## src/rtl/core/bcp_ram.sv

```systemverilog
// Generic simple dual port RAM, one write port, one registered read port.
// No dependencies.
module bcp_ram #(
   parameter int WIDTH = 8,
   parameter int DEPTH = 8
) (
   input  logic                                      clock,
   input  logic                                      wr_en,
   input  logic [((DEPTH > 1) ? $clog2(DEPTH) : 1)-1:0] wr_addr,
   input  logic [WIDTH-1:0]                          wr_data,
   input  logic [((DEPTH > 1) ? $clog2(DEPTH) : 1)-1:0] rd_addr,
   output logic [WIDTH-1:0]                          rd_data
);
   logic [WIDTH-1:0] mem_ff [DEPTH];

   always_ff @(posedge clock) begin
      if (wr_en) begin
         mem_ff[wr_addr] <= wr_data;
      end
      rd_data <= mem_ff[rd_addr];
   end
endmodule

```

## config.mk

```make
export PLATFORM = sky130hd
export DESIGN_NAME = bcp_ram
export DESIGN_NICKNAME = d
export VERILOG_FILES = /design/src/rtl/core/bcp_ram.sv
export SDC_FILE = /design/constraint.sdc
export NUM_CORES = 1
export LEC_CHECK = 0
export ABC_CLOCK_PERIOD_IN_PS = 3500
export BUFFER_PORTS_ARGS = -buffer_cell sky130_fd_sc_hd__buf_2
export CAP_MARGIN = 10
export CORE_MARGIN = 8
export CORE_UTILIZATION = 62
export CTS_CLUSTER_DIAMETER = 30
export DETAILED_ROUTE_END_ITERATION = 6
export PLACE_DENSITY = 0.83
export SETUP_SLACK_MARGIN = 0.05
export SYNTH_ARGS = -nofsm -noshare
export SYNTH_HDL_FRONTEND = slang
export SYNTH_SLANG_ARGS = --single-unit
```

## constraint.sdc

```tcl
create_clock -name clock -period 3.5 [get_ports clock]
set_clock_uncertainty 0.2 [all_clocks]
set_input_delay 0 -clock clock [delete_from_list [all_inputs] [get_ports clock]]
set_output_delay 0 -clock clock [all_outputs]
set_load 0.1 [all_outputs]
```

==> results.ini, run 1 <==
[layout]
nFillCells = 242
antennaDiodeCount = 0
layout-drive-gt1-share_pct = 29.19
seqCellArea_um2 = 2082
nets = 172
syn2layout_area_growth_pct = 18.55
final_core_util_pct = 74.82
multi_input_area_um2 = 565.5

[clock_network]
cts_tree = done
clk_pin_slew_ns = 0.07
cts_resized = 0
cts.sink_count = 72
cts_buffers = 9
clk_latency_ns = 0.34
clockBufferDepth = 2
h-tree-depth = 3
root_buffer = clkbuf_8

[die]
die_area_um2 = 6705
initial_core_util_pct = 63.12
die_y_um = 81.89
placementRows = 24
die_w_um = 81.89
io_pins = 24
core_um2 = 4264

[yosys]
synth.area.top_cells = edfxtp_1, mux4_1, dfxtp_1
post-synth-top-area-fraction_pct = 71.41
synth_edf_count = 64
avgSynthCellArea_um2 = 23.61
synth_nets = 130
synth_mux_area_share_pct = 18.83
synth_top_family_by_area = multiplexers
yosys.area_share.simple_pct = 2.185
async_reset_ff_share_pct = 0
synth_cells = 114
ys_seq_elements = 72
syn-cell-area_um2 = 2691
synthXorXnorAreaFrac_pct = 0
synth_common_cells = edfxtp_1, mux4_1, dfxtp_1, mux2_2, nor2_1
synthAdderAreaFrac_pct = 0
synth.largest_area_cell = edfxtp_1
synth_most_common_cell = edfxtp_1
synth-main-ff-cell = edfxtp_1
synth_compound_area_share_pct = 0
synth_warnings = 0
yosys.cell_types.count = 14
seq_area_frac_synth_pct = 77.36

[power]
swShare_pct = 21.76
p_per_area_nw_per_um2 = 598.2
p_int_mw = 1.493
seqPwrFrac_pct = 51.2
p_sw_mw = 0.4154
peakVddDrop_v = 0.0005181
p_clk_share_pct = 39.9
leakagePower_nw = 1.132
comb_power_share_pct = 8.9

[global_route]
grt_max_degree = 17
grt_pass1_wl_mm = 6.865
antenna_found_initial = 0
grt_pass1_vias = 1281
overflow = 0
track_usage_pct = 14.85

[timing]
totalNegativeSetupSlack_ns = 0
finalHoldViolCount = 0
setup_viol = 0
slew_viol_final = 0
slew_headroom_pct = 40.71
fmax_mhz = 525.5
period_minus_slack_ns = 1.903
worstMarginPinSlew_ns = 0.8861
rsz0062_at_grt = no
fin_crit_sh_pct = 54.37

[worst_setup_path]
critPathRequiredTime_ns = 3.30
path_buf_inv = 3
cpMaxStageDelayCell = dlygate4sd3_1
cpMostUsedCell = dlygate4sd3_1
critPathCaptureType = register
crit_type = primary input to register
cpPeakStageDelay_ns = 0.82
critical_path_peak_fanout = 8
worstPathCellList = dlygate4sd3_1, buf_2, nor3_1, dlygate4sd3_1
startpoint_type = primary input
worstPathArrival_ns = 1.70
worst_path_dominant_cell_family = buffers and inverters

[detailed_routing]
route.detailed.drc = 0
ant_nets = 0
wl_mm = 4.483
drtIter0Drc = 109
route.vias.total = 1228
first_pass_iters = 4
avgViaCountPerCell = 5.765
wl_per_cell_um = 21.05

[run]
max_cap_violations = 0

[place]
gp_congestion = 0.6794
port_buffers = 23
dp_hpwl_mm = 2.792

[outcome]
status = completed

[hold_path]
hold_path_class = primary input to register

-- cell type report --
cell class | instances | area share (%)
timing repair buffer | 36 | 7.608
clock buffer | 10 | 4.000
multi-input combinational | 37 | 17.73
tap | 52 | 2.039
sequential | 72 | 65.26
clock inverter | 6 | 3.373
-- layout by cell type, fill, tap and decap left out --
master	count
dlygate4sd3_1	12
mux4_2	1
dfxtp_1	8
mux4_1	15
buf_2	23
clkbuf_8	9
mux2_2	8
nor3_1	2
clkinv_4	1
clkinv_2	1
nand2b_1	3
clkinv_1	1
nor2_1	6
buf_4	1
clkbuf_1	1
nand2_1	2
edfxtp_1	64
bufinv_16	3
-- sequential cells by signal, indices dropped and copies added, names as in the netlist --
name and flops:
mem_ff 64, rd_data 8
-- worst paths after layout --
check | start | endpoint | slack, ns | cells past startpoint
max | wr_addr[0] | mem_ff[4][3]$_DFFE_PP_ | 1.60 | 4
min | wr_en | mem_ff[0][4]$_DFFE_PP_ | 0.03 | 3
max reg2reg | mem_ff[1][5]$_DFFE_PP_ | rd_data[5]$_DFF_P_ | 2.01 | 2
min reg2reg | mem_ff[0][2]$_DFFE_PP_ | rd_data[2]$_DFF_P_ | 0.48 | 2
-- power by group through the flow --
stage | sequential [mW] | clock (mW) | combinational, mW
floorplan | 1.07 | 0 | 0.0519
global placement | 0.994 | 0 | 0.156
detailed placement | 0.997 | 0 | 0.161
CTS | 0.978 | 0.769 | 0.171
global route | 0.980 | 0.805 | 0.178
finish | 0.977 | 0.761 | 0.170
-- kinds of logic after synthesis --
| group | count (synthesis) |
|---|---|
| simple gates | 13 |
| flops | 72 |
| buf+inv | 5 |
| mux | 24 |
-- routing by layer --
metal  wire [um]  global-route usage (%)  part of all wire, %
met5           0                       0                    0
met4          86                   6.491                  1.9
met3         310                   5.580                  6.9
met2        2242                   23.20                   50
met1        1843                   18.15                   41
-- tightest hold or removal path, stage by stage --
cell	delay [ns]
buf_2	0.11
nand2b_1	0.14
nor3_1	0.13
-- per-stage QoR --
step / power [mW] / hold WS, ns / cells / instance area [um^2] / setup WS (ns)
CTS: 1.917 / 0.06523 / 212 / 3183 / 1.489
global route: 1.964 / 0.03309 / 213 / 3191 / 1.529
detailed placement: 1.158 / 0.06512 / 184 / 2828 / 1.505
floorplan: 1.120 / -0.1011 / 114 / 2691 / 2.117
finish: 1.909 / 0.02598 / 213 / 3191 / 1.597
global placement: 1.150 / 0.05577 / 184 / 2828 / 1.811
-- what timing repair did --
item	CTS	global route
hold endpoints to repair	88	0
setup buffers	0	0
hold buffers	12	0
Power figures use the tool's default switching activity.
==> run 2, diff against run 1 <==
- ABC_CLOCK_PERIOD_IN_PS: 3500 -> 1780
- CORE_UTILIZATION: 62 -> 58
- PLACE_DENSITY: 0.83 -> 0.78
- clock period: 3.5 -> 1.78 ns (I/O delays scaled with it)
==> run 2 against run 1 <==
  * Sequential share of layout area fell by 0.051 points
  * Via count rose by 0.33%
  * Critical path depth fell by 2
  * Clock power rose by 46%
  * Sequential power rose by 97%
  * Register-to-register slack got worse by 1.7 ns
  * Design area barely moved
  * Hold slack improved by 0.082 ns
  * Die area rose by 5.5%
  * Global-route usage fell by 1.8 points
==> results.ini, run 2 (synthesis results as in run 1) <==
[die]
die_y_um = 84.12
die_area_um2 = 7076
io_pins = 24
die_w_um = 84.12
initial_core_util_pct = 60.97
placementRows = 24
core_um2 = 4414

[worst_setup_path]
startpoint_type = register
r2r_end = rd_data[5]$_DFF_P_
cpMaxStageDelayCell = mux4_1
critical_path_peak_fanout = 1
reg2reg_slack_ns = 0.30
worstPathCellList = mux4_1, mux2_2
worstSetupEndpoint = rd_data[5]$_DFF_P_
worstPathArrival_ns = 1.49
crit_type = register to register
startpoint = mem_ff[2][5]$_DFFE_PP_
r2r-start = mem_ff[2][5]$_DFFE_PP_
critPathRequiredTime_ns = 1.79
cpPeakStageDelay_ns = 0.51
ff2ff_path_depth = 2
critPathCaptureType = register

[hold_path]
hold_path_class = primary input to register

[power]
seqPwrFrac_pct = 57.0
p_sw_mw = 0.7766
p_int_mw = 2.595
peakVddDrop_v = 0.0005751
comb_power_share_pct = 10.2
swShare_pct = 23.03
leakagePower_nw = 1.142
p_clk_share_pct = 32.8
p_per_area_nw_per_um2 = 1056

[layout]
largest_reg_flops = 64
reg_top3 = mem_ff: 64 flops, rd_data: 8 flops
nets = 179
fin_area_um2 = 3193
layout-drive-gt1-share_pct = 32.14
multi_input_area_um2 = 565.5
mostFrequentLayoutCell = edfxtp_1
nFillCells = 273
final_cell_mix = edfxtp_1, buf_2, mux4_1
antennaDiodeCount = 0
largest_register = mem_ff
syn2layout_area_growth_pct = 18.64
seqCellArea_um2 = 2082

[clock_network]
cts_tree = done
cts.sink_count = 72
cts_resized = 0
clockBufferDepth = 2
cts_hold_buffers = 11
root_buffer = clkbuf_8
cts_buffers = 9
clk_latency_ns = 0.32
cts_setup_buffers = 0
h-tree-depth = 3
clk_pin_slew_ns = 0.07

[global_route]
overflow = 0
track_usage_pct = 13.08
grt_use_met3_pct = 3.613
met2_usage_pct = 21.45
grt_pass1_vias = 1321
grt_max_degree = 17
grtUsageMet1_pct = 15.79
grt_busiest_layer = met2
grt_pass1_wl_mm = 6.948
antenna_found_initial = 0

[detailed_routing]
wl_mm = 4.422
first_pass_iters = 4
avgViaCountPerCell = 5.600
ant_nets = 0
route.detailed.drc = 0
drtIter0Drc = 112
route.vias.total = 1232
wl_per_cell_um = 20.10

[timing]
worstMarginPinSlew_ns = 0.4913
period_minus_slack_ns = 1.479
slew_headroom_pct = 67.47
slew_viol_final = 0
totalNegativeSetupSlack_ns = 0
finalHoldViolCount = 0
setup_viol = 0
fmax_mhz = 676.3
fin_crit_sh_pct = 83.07
rsz0062_at_grt = no

[place]
gp_congestion = 0.6905
dpl_cell_area_um2 = 2908
dp_hpwl_mm = 2.692
port_buffers = 23

[outcome]
status = completed

[run]
max_cap_violations = 0

## run 2: changes by cell type in the layout (fill, tap and decap cells not counted), sizes merged
cell | before | now
dlygate4sd3 | 12 | 11
clkinv | 3 | 2
buf | 24 | 32
bufinv | 3 | 0
clkinvlp | 0 | 1
clkbuf | 10 | 13
## run 2: cell type report
cell class,instances,area share [%]
clock buffers,13,4.976
clock inverters,3,0.5094
multi-input cells,37,17.71
flip-flops and latches,72,65.20
well taps,52,2.038
repair buffers,43,9.561
## run 2: power by group through the flow
stage / Combinational, mW / Clock (mW) / Sequential (mW)
2_1_floorplan: 0.102 / 0 / 2.10
3_5_place_dp: 0.329 / 0 / 1.96
6_report: 0.345 / 1.11 / 1.92
3_3_place_gp: 0.321 / 0 / 1.95
4_1_cts: 0.348 / 1.13 / 1.92
5_1_grt: 0.363 / 1.19 / 1.93
## run 2: worst min-delay path by stage
stage / slack (ns) / start / endpoint / cells after the start
final: 0.11 / rd_addr[2] / rd_data[0]$_DFF_P_ / 3
after global placement: 0.05 / wr_data[6] / mem_ff[1][6]$_DFFE_PP_ / 1
after detailed placement: 0.08 / wr_data[5] / mem_ff[2][5]$_DFFE_PP_ / 1
after floorplan: -0.10 / wr_data[0] / mem_ff[0][0]$_DFFE_PP_ / 0
after global routing: 0.11 / wr_addr[2] / mem_ff[7][1]$_DFFE_PP_ / 4
after CTS: 0.09 / wr_addr[2] / mem_ff[7][0]$_DFFE_PP_ / 4
## run 2: through the flow
| step | std cells | total power, mW | util [%] | hold slack, ns | worst slack, ns |
|---|---|---|---|---|---|
| after global routing | 220 | 3.482 | 72.34 | 0.1108 | 0.2632 |
| after CTS | 220 | 3.401 | 72.34 | 0.08884 | 0.2935 |
| after detailed placement | 193 | 2.288 | 65.87 | 0.07553 | 0.3024 |
| after floorplan | 114 | 2.202 | - | -0.1011 | 0.3967 |
| final | 220 | 3.371 | 72.34 | 0.1085 | 0.3013 |
| after global placement | 193 | 2.274 | 65.87 | 0.05193 | 0.3437 |
## run 2: critical path, delay by kind of cell, from the launching register on
| kind | cells | cell delay (ns) |
|---|---|---|
| DFF | 1 | 0.39 |
| muxes | 2 | 0.78 |
## run 2: routing by layer
metal  vias to the layer above  wire, um  share of wire, %
met4                         0         6              0.14
li1                        578         -                 -
met2                        23      2283                52
met5                         -         0                 0
met3                         2       183               4.1
met1                       629      1949                44
