## src/rtl/core/bcp_pkg.sv

```systemverilog
// Shared constants for the Bezier curve point evaluator.
// No dependencies; imported by bezier_curve_points, bcp_div and the bench.
package bcp_pkg;
   localparam int FIELD_W     = 24;           // coordinate word width
   localparam int VCOUNT_W    = 6;            // vertex_count width
   localparam logic [VCOUNT_W-1:0] VCOUNT_RESET = 6'd16;
   localparam int QUOT_W      = FIELD_W;      // quotient bits per coordinate
   localparam int QCNT_W      = $clog2(QUOT_W);
endpackage

```

## src/rtl/core/bcp_div.sv

```systemverilog
// Restoring divider, one quotient bit per cycle, QUOT_W bits per run.
// Depends on bcp_pkg. Divisor comes in pre-shifted by QUOT_W-1.
module bcp_div #(
   parameter int WIDTH = 67
) (
   input  logic                        clock,
   input  logic                        reset,
   input  logic                        start,
   input  logic [WIDTH-1:0]            dividend,
   input  logic [WIDTH-1:0]            divisor_sh,
   output logic                        done,
   output logic [bcp_pkg::QUOT_W-1:0]  quot
);
   import bcp_pkg::*;

   logic [WIDTH-1:0]  rem_ff;
   logic [WIDTH-1:0]  dsh_ff;
   logic [QUOT_W-1:0] q_ff;
   logic [QCNT_W-1:0] cnt_ff;
   logic              run_ff;
   logic              ge;

   assign ge   = (rem_ff >= dsh_ff);
   assign done = ~run_ff;
   assign quot = q_ff;

   always_ff @(posedge clock) begin
      if (reset) begin
         run_ff <= 1'b0;
         cnt_ff <= '0;
      end else if (start) begin
         rem_ff <= dividend;
         dsh_ff <= divisor_sh;
         q_ff   <= '0;
         cnt_ff <= '0;
         run_ff <= 1'b1;
      end else if (run_ff) begin
         if (ge) begin
            rem_ff <= rem_ff - dsh_ff;
         end
         q_ff   <= {q_ff[QUOT_W-2:0], ge};
         dsh_ff <= dsh_ff >> 1;
         cnt_ff <= cnt_ff + 1'b1;
         if (cnt_ff == QCNT_W'(QUOT_W - 1)) begin
            run_ff <= 1'b0;
         end
      end
   end
endmodule

```

## config.mk

```make
export PLATFORM = sky130hd
export DESIGN_NAME = bcp_div
export DESIGN_NICKNAME = d
export VERILOG_FILES = /design/src/rtl/core/bcp_pkg.sv /design/src/rtl/core/bcp_div.sv
export SDC_FILE = /design/constraint.sdc
export NUM_CORES = 1
export LEC_CHECK = 0
export BUFFER_PORTS_ARGS = -buffer_cell sky130_fd_sc_hd__buf_2
export CORE_MARGIN = 5
export CORE_UTILIZATION = 63
export DETAILED_ROUTE_END_ITERATION = 12
export PLACE_DENSITY = 0.95
export REMOVE_ABC_BUFFERS = 1
export SLEW_MARGIN = 20
export SYNTH_ARGS = -nofsm -noshare
export SYNTH_HDL_FRONTEND = slang
export SYNTH_SLANG_ARGS = --single-unit
```

## constraint.sdc

```tcl
create_clock -name clock -period 16.1 [get_ports clock]
set_input_delay 0.805 -clock clock [delete_from_list [all_inputs] [get_ports clock]]
set_output_delay 0.805 -clock clock [all_outputs]
set_load 0.03 [all_outputs]
```

==> results.tsv, run 1 <==
stage	metric	value	unit
floorplan	Core ar.	17180	µm²
global_routing	number of global-route vias before repair	9143	
critical_path	worst endpoint data arrival time	4510	ps
critical_path	Max FO, Critical Path	38	
sta	max frequency	225.0	MHz
detailed_routing	via-per-instance ratio	6.001	
floorplan	Core Rows	48	
critical_path	CP endpoint	rem_ff[20]	
layout	nets	1515	
clock_network	CTS sink cnt	164	
detailed_routing	vias after detailed routing	9290	
synth	Avg Cell Area, Syn	9.232	µm²
floorplan	Die W	141.9	µm
min_path	Hold Path Class	flip-flop to flip-flop	
sta	final setup vio count	0	
detailed_routing	1st-pass router iterations	5	
clock_network	Inserted Clock Buffers	17	
detailed_routing	drt drc	0	
critical_path	CP required	16170	ps
clock_network	clock network latency to the later pin of the worst-skew pair	440	ps
layout	# fillers	1329	
sta	clk_skew	11.43	ps
critical_path	CP Launch Point	rem_ff[31]	
synth	ys async rst share	0	%
floorplan	# IOs	162	
critical_path	Reg-to-Reg End	rem_ff[20]	
global_routing	antenna violations before repair	1	
synth	register bit total from synthesis	164	
critical_path	CP Launch Type	flip-flop	
critical_path	Reg2Reg Depth	12	
detailed_routing	starting DRC count in detailed routing	1124	
detailed_routing	DR WL/cell	17.86	µm
global_routing	GRT overflow	0	
synth	Cells after Synth	1188	
clock_network	clk slew on worst S/H paths	70	ps
clock_network	post-CTS setup buffer count	0	
sta	Setup TNS	0	ps
sta	crit path time final	4444	ps
clock_network	clk buf depth	2	
clock_network	CTS tree	built	
floorplan	Die Area	20150	µm²
placed_design	DP HPWL	20120	µm
placed_design	GPL Wtd Cong	0.9455	
layout	layout cells sized above 1	17.40	%
sta	Final Worst Setup Slack	11660	ps
synth	predominant post-synthesis flop cell	edfxtp_1	
global_routing	largest net degree at the start of global routing	112	
detailed_routing	final wirelength	27650	µm
critical_path	worst r2r src	rem_ff[31]	
layout	design area	12420	µm²
floorplan	die height	141.9	µm
placed_design	DP Area	11800	µm²
placed_design	number of port buffers	161	
pwr	PwrDens	105.2	nW/µm²
sta	RSZ-0062 raised after global routing	false	
clock_network	CTS root buf	clkbuf_16	
sta	Least-Margin Pin Slew	958.8	ps
clock_network	CTS Hold Bufs	0	
placed_design	DP Worst Slack	11780	ps
detailed_routing	antenna viol nets, final	0	
synth	number of flops mapped to enable cells by yosys	158	
synth	synth unique cells	73	
global_routing	total track usage	27.07	%
global_routing	first-pass GRT wire length	44160	µm
critical_path	Worst Setup Path Type	flip-flop to flip-flop	
sta	Slew headroom	36.08	%
sta	Max Slew Vio Count	0	
pwr	P_leak	5.260	nW
critical_path	reg-to-reg setup timing slack	11660	ps
sta	Tcrit/Tclk final	27.60	%
clock_network	H-tree depth	4	
critical_path	Crit. End Element	flip-flop	
floorplan	Initial Utilization	63.85	%
job	Max Cap Violations	0	
synth	Post-Synthesis Cell Area	10970	µm²
sta	Hold Fails Final Rpt	0	
layout	P&R area growth vs syn	13.20	%
outcome	status	finished, final reports clean	
synth	Seq/Total Area, Yosys	44.35	%
synth	yosys warns	0	
pwr	peak supply drop	0.00009100	V
clock_network	Resize count post-CTS	0	
## sequential cells by signal (all words and copies together), names as in the netlist
register	cells
rem_ff	67
dsh_ff	67
run_ff	1
quot	24
cnt_ff	5
## worst max-delay path, cell delays in order, from the launching register on
cell and delay, ps:
edfxtp_1 390, ha_1 420, and3_1 220, nand4_1 220
nor4_1 350, nand2_1 90, o311a_1 330, a21boi_1 310
a211o_1 210, a2111oi_1 90, o21ai_1 150, o21a_2 670
buf_4 600
## placed cells by master (no fill, tap or decap), types with 25 or more instances in the layout
master,n
a21o_1,37
ha_1,68
a21oi_1,85
nand2_1,192
nor2_1,48
nor2b_1,33
xnor2_1,34
edfxtp_1,158
o21ai_0,157
nand4_1,25
xor2_1,31
buf_2,160
inv_1,80
## how the worst min path moves through the flow
stage,start,to,slack (ps),cells after the start
after floorplan,cnt_ff[2],run_ff,470,1
after CTS,cnt_ff[2],run_ff,540,1
final,cnt_ff[2],run_ff,550,1
after global routing,cnt_ff[2],run_ff,560,1
after detailed placement,cnt_ff[2],run_ff,530,1
after global placement,cnt_ff[2],run_ff,520,1
## where the power goes
part	switching (W)	internal [W]	total, W
registers	0.0000103	0.000513	0.000524
clock network	0.000194	0.000237	0.000430
logic	0.000220	0.000132	0.000352
total	0.000424	0.000882	0.00131
## synth_stat cells, drive strengths merged, types with 5 or more instances
| library cell | instances | area share, % |
|---|---|---|
| nand2 | 193 | 6.6 |
| o21ai | 165 | 7.5 |
| edfxtp | 158 | 43 |
| a21oi | 87 | 4.0 |
| inv | 80 | 2.7 |
| ha | 68 | 7.8 |
| nor2 | 49 | 1.7 |
| clkbuf | 47 | 1.6 |
| a21o | 39 | 2.7 |
| nor2b | 34 | 2.0 |
| xnor2 | 34 | 2.7 |
| xor2 | 31 | 2.5 |
| nand4 | 26 | 1.5 |
| o21bai | 18 | 1.3 |
| nand3 | 17 | 0.78 |
| buf | 16 | 1.1 |
| nor3 | 15 | 0.73 |
| a31oi | 11 | 0.68 |
| and2 | 9 | 0.56 |
| o21a | 8 | 0.55 |
| and3 | 7 | 0.41 |
| a211oi | 6 | 0.41 |
| dfxtp | 6 | 1.1 |
| nor4 | 6 | 0.46 |
| o31ai | 6 | 0.71 |
| nand2b | 5 | 0.29 |
## layout make-up
type	count	area, µm²	area share (%)
antenna	1	2.502	0.02016
inverter	81	304.0	2.449
sequential	164	4865	39.18
clock inverter	15	186.4	1.502
timing repair buffer	165	842.1	6.782
multi-input combinational	880	5509	44.37
clock buffer	17	425.4	3.426
tap	225	281.5	2.267
## metal layers
| metal | routed length, µm | vias up | GRT usage [%] |
|---|---|---|---|
| met5 | 0 | - | 0 |
| met4 | 648 | 0 | 8.535 |
| met3 | 2518 | 68 | 5.208 |
| met2 | 13450 | 455 | 46.46 |
| met1 | 11040 | 4269 | 34.90 |
| li1 | - | 4498 | - |
## metrics by stage
stage                power, W  std cells  hold WS (ps)  util, %
floorplan           0.0007762       1125         474.8        -
global placement    0.0008605       1515         515.9    68.71
detailed placement  0.0008735       1515         525.3    68.71
CTS                  0.001300       1547         544.5    72.27
global route         0.001361       1548         559.1    72.28
finish               0.001306       1548         547.8    72.28
## logic make-up after synthesis
group | Yosys count | synth area share (%)
simple gates | 370 | 15.70
compound gates | 372 | 20.92
buf+inv | 144 | 5.498
mux | 4 | 0.3993
xor+xnor | 65 | 5.191
flops | 164 | 44.35
fa+ha+maj | 69 | 7.940
(Power assumes the default switching activity.)
==> run 2: changes to the inputs <==
- CORE_UTILIZATION: 63 -> 58
- PLACE_DENSITY: 0.95 -> 0.93
- clock period: 16.1 -> 4.6 ns (I/O delays scaled with it)
==> run 2 against run 1 <==
  * Sequential power grew to 3.5 times the previous value
  * Die area is 8.0% higher
  * Routed wire length is 0.44% lower
  * Sequential share of layout area is 0.16 points lower
  * Register-to-register slack worse by 11000 ps
  * Maximum frequency is 13% higher
  * Clock power grew to 3.5 times the previous value
  * Setup slack worse by 11000 ps
  * Critical path depth stayed put
  * Via count is 0.64% higher
  * Cell count is 0.58% higher
  * First-iteration DRC count is 17% lower
  * Critical path type unchanged
==> results.tsv, run 2 (synthesis gave the netlist of run 1 again) <==
stage	metric	value	unit	change
min_path	WHS Path Cells	3		+2
pwr	P_leak	5.273	nW	+0.24%
min_path	Hold Path Class	primary input to flip-flop		
critical_path	Reg2Reg Depth	12		unchanged
critical_path	worst r2r src	rem_ff[33]		
placed_design	GPL Wtd Cong	0.9532		+0.81%
pwr	Reg power frac	40.1	%	about the same
detailed_routing	Metal-1 WL	11520	µm	+4.3%
critical_path	worst endpoint data arrival time	4070	ps	-440 ps
layout	commonest cells after routing, fill and taps aside	nand2_1 (192), buf_2 (160), edfxtp_1 (158), o21ai_0 (157), a21oi_1 (85)		
critical_path	CP required	4730	ps	-11440 ps
detailed_routing	routed wl met2	13140	µm	-2.3%
floorplan	Die Area	21760	µm²	+8.0%
sta	clk_skew	7.380	ps	-4.052 ps
detailed_routing	1st-pass router iterations	8		+3
sta	Least-Margin Pin Slew	855.6	ps	-103.2 ps
placed_design	DP HPWL	20380	µm	+1.3%
placed_design	placed cells	1525		+0.66%
layout	P&R area growth vs syn	13.68	%	
critical_path	Crit. End Element	flip-flop		
sta	max frequency	253.8	MHz	+13%
floorplan	die height	147.5	µm	+3.9%
job	Max Cap Violations	0		unchanged
critical_path	CP Launch Type	flip-flop		
layout	design area	12470	µm²	+0.42%
pwr	Net Sw Frac	32.40	%	-0.047 points
pwr	clock share of power	32.8	%	about the same
clock_network	CTS sink cnt	164		unchanged
global_routing	total track usage	24.89	%	-2.2 points
pwr	Comb power frac	27.1	%	about the same
placed_design	number of port buffers	161		unchanged
sta	crit path time final	3940	ps	-504.2 ps
critical_path	Reg-to-Reg End	rem_ff[24]		
detailed_routing	antenna viol nets, final	0		unchanged
global_routing	GRT overflow	0		unchanged
clock_network	H-tree depth	4		unchanged
detailed_routing	final wirelength	27530	µm	-0.44%
floorplan	# IOs	162		unchanged
outcome	status	finished, final reports clean		
floorplan	Initial Utilization	58.83	%	-5.0 points
clock_network	post-CTS setup buffer count	0		unchanged
detailed_routing	met3 wire length	2194	µm	-13%
detailed_routing	via-per-instance ratio	6.004		about the same
placed_design	DP Area	11860	µm²	+0.48%
layout	ant diodes	0		-1
pwr	internal power	0.003090	W	+250%
global_routing	first-pass GRT wire length	44520	µm	+0.81%
detailed_routing	starting DRC count in detailed routing	930		-17%
layout	nets	1516		+0.066%
clock_network	CTS Hold Bufs	0		unchanged
clock_network	CTS tree	built		
layout	layout cells sized above 1	17.46	%	+0.062 points
floorplan	Core Rows	50		+4.2%
layout	Cell Count, Final, Fillers Out	1557		+0.58%
floorplan	Core ar.	18640	µm²	+8.5%
clock_network	CTS root buf	clkbuf_16		
critical_path	reg-to-reg setup timing slack	660	ps	-11000 ps
critical_path	Worst Setup Path Type	flip-flop to flip-flop		
detailed_routing	top sig layer	met4		
pwr	Switch Pwr	0.001481	W	+250%
min_path	worst hold path endpoint	rem_ff[50]		
pwr	PwrDens	366.7	nW/µm²	+250%
sta	final setup vio count	0		unchanged
clock_network	clock network latency to the later pin of the worst-skew pair	430	ps	about the same
pwr	peak supply drop	0.0002675	V	+190%
global_routing	number of global-route vias before repair	9066		-0.84%
global_routing	antenna violations before repair	0		-1
clock_network	Inserted Clock Buffers	17		unchanged
sta	Tcrit/Tclk final	85.65	%	+58 points
clock_network	clk buf depth	2		unchanged
detailed_routing	drt drc	0		unchanged
global_routing	largest net degree at the start of global routing	159		+42%
detailed_routing	DR WL/cell	17.68	µm	-1.0%
layout	most common cell after layout, fill and taps aside	nand2_1		
pwr	Pwr Total	0.004572	W	+250%
clock_network	Resize count post-CTS	0		unchanged
critical_path	Max FO, Critical Path	27		-29%
detailed_routing	vias after detailed routing	9349		+0.64%
sta	Setup TNS	0	ps	unchanged
min_path	min-delay src	dividend[50]		
floorplan	Die W	147.5	µm	+3.9%
sta	Slew headroom	42.48	%	+6.4 points
clock_network	clk slew on worst S/H paths	70	ps	about the same
sta	RSZ-0062 raised after global routing	false		
sta	Max Slew Vio Count	0		unchanged
sta	Hold Fails Final Rpt	0		unchanged
critical_path	CP Launch Point	rem_ff[33]		
-- run 2: metrics by stage --
| stage | setup slack (ps) | hold slack [ps] | util, % |
|---|---|---|---|
| floorplan | -1998 | 302.8 | - |
| global placement | 1029 | 504.8 | 63.60 |
| detailed placement | 785.0 | 495.7 | 63.60 |
| CTS | 750.0 | 48.05 | 66.88 |
| global route | 331.8 | 79.64 | 66.88 |
| finish | 659.9 | 54.70 | 66.88 |
-- run 2: final cells by class --
class / instances / area [µm²]
clock buffers: 17 / 425.4
multi-input cells: 880 / 5509
inverters: 81 / 304.0
repair buffers: 166 / 887.1
flip-flops and latches: 164 / 4865
fillers: 1464 / 6175
well taps: 234 / 292.8
clock inverters: 15 / 185.2
-- run 2: how the worst max path moves through the flow --
stage,to,slack (ps),depth (start not counted)
after floorplan,rem_ff[0],-2000,3
after global placement,rem_ff[22],1030,12
after detailed placement,rem_ff[27],790,12
after CTS,rem_ff[36],750,12
after global routing,rem_ff[43],330,13
final,rem_ff[24],660,12
-- run 2: per-layer routing --
metal | vias up | global-route usage, %
li1 | 4492 | -
met1 | 4315 | 32.95
met2 | 458 | 41.84
met3 | 84 | 5.150
met4 | 0 | 6.757
met5 | - | 0
-- run 2: worst max-delay path: stages (launching register included) --
cell	delay, ps
edfxtp_1	380
ha_1	440
and3_1	240
nand4_1	180
nor4_1	400
nand2_1	110
o311a_1	350
a21boi_1	270
a211o_1	200
a2111oi_1	80
o21ai_1	170
o21a_2	530
buf_12	290
-- run 2: power by group through the flow --
stage / logic (W) / clock network [W] / registers [W]
floorplan: 0.000829 / 0 / 0.00189
global placement: 0.00116 / 0 / 0.00186
detailed placement: 0.00120 / 0 / 0.00186
CTS: 0.00122 / 0.00151 / 0.00183
global route: 0.00136 / 0.00156 / 0.00184
finish: 0.00124 / 0.00150 / 0.00183
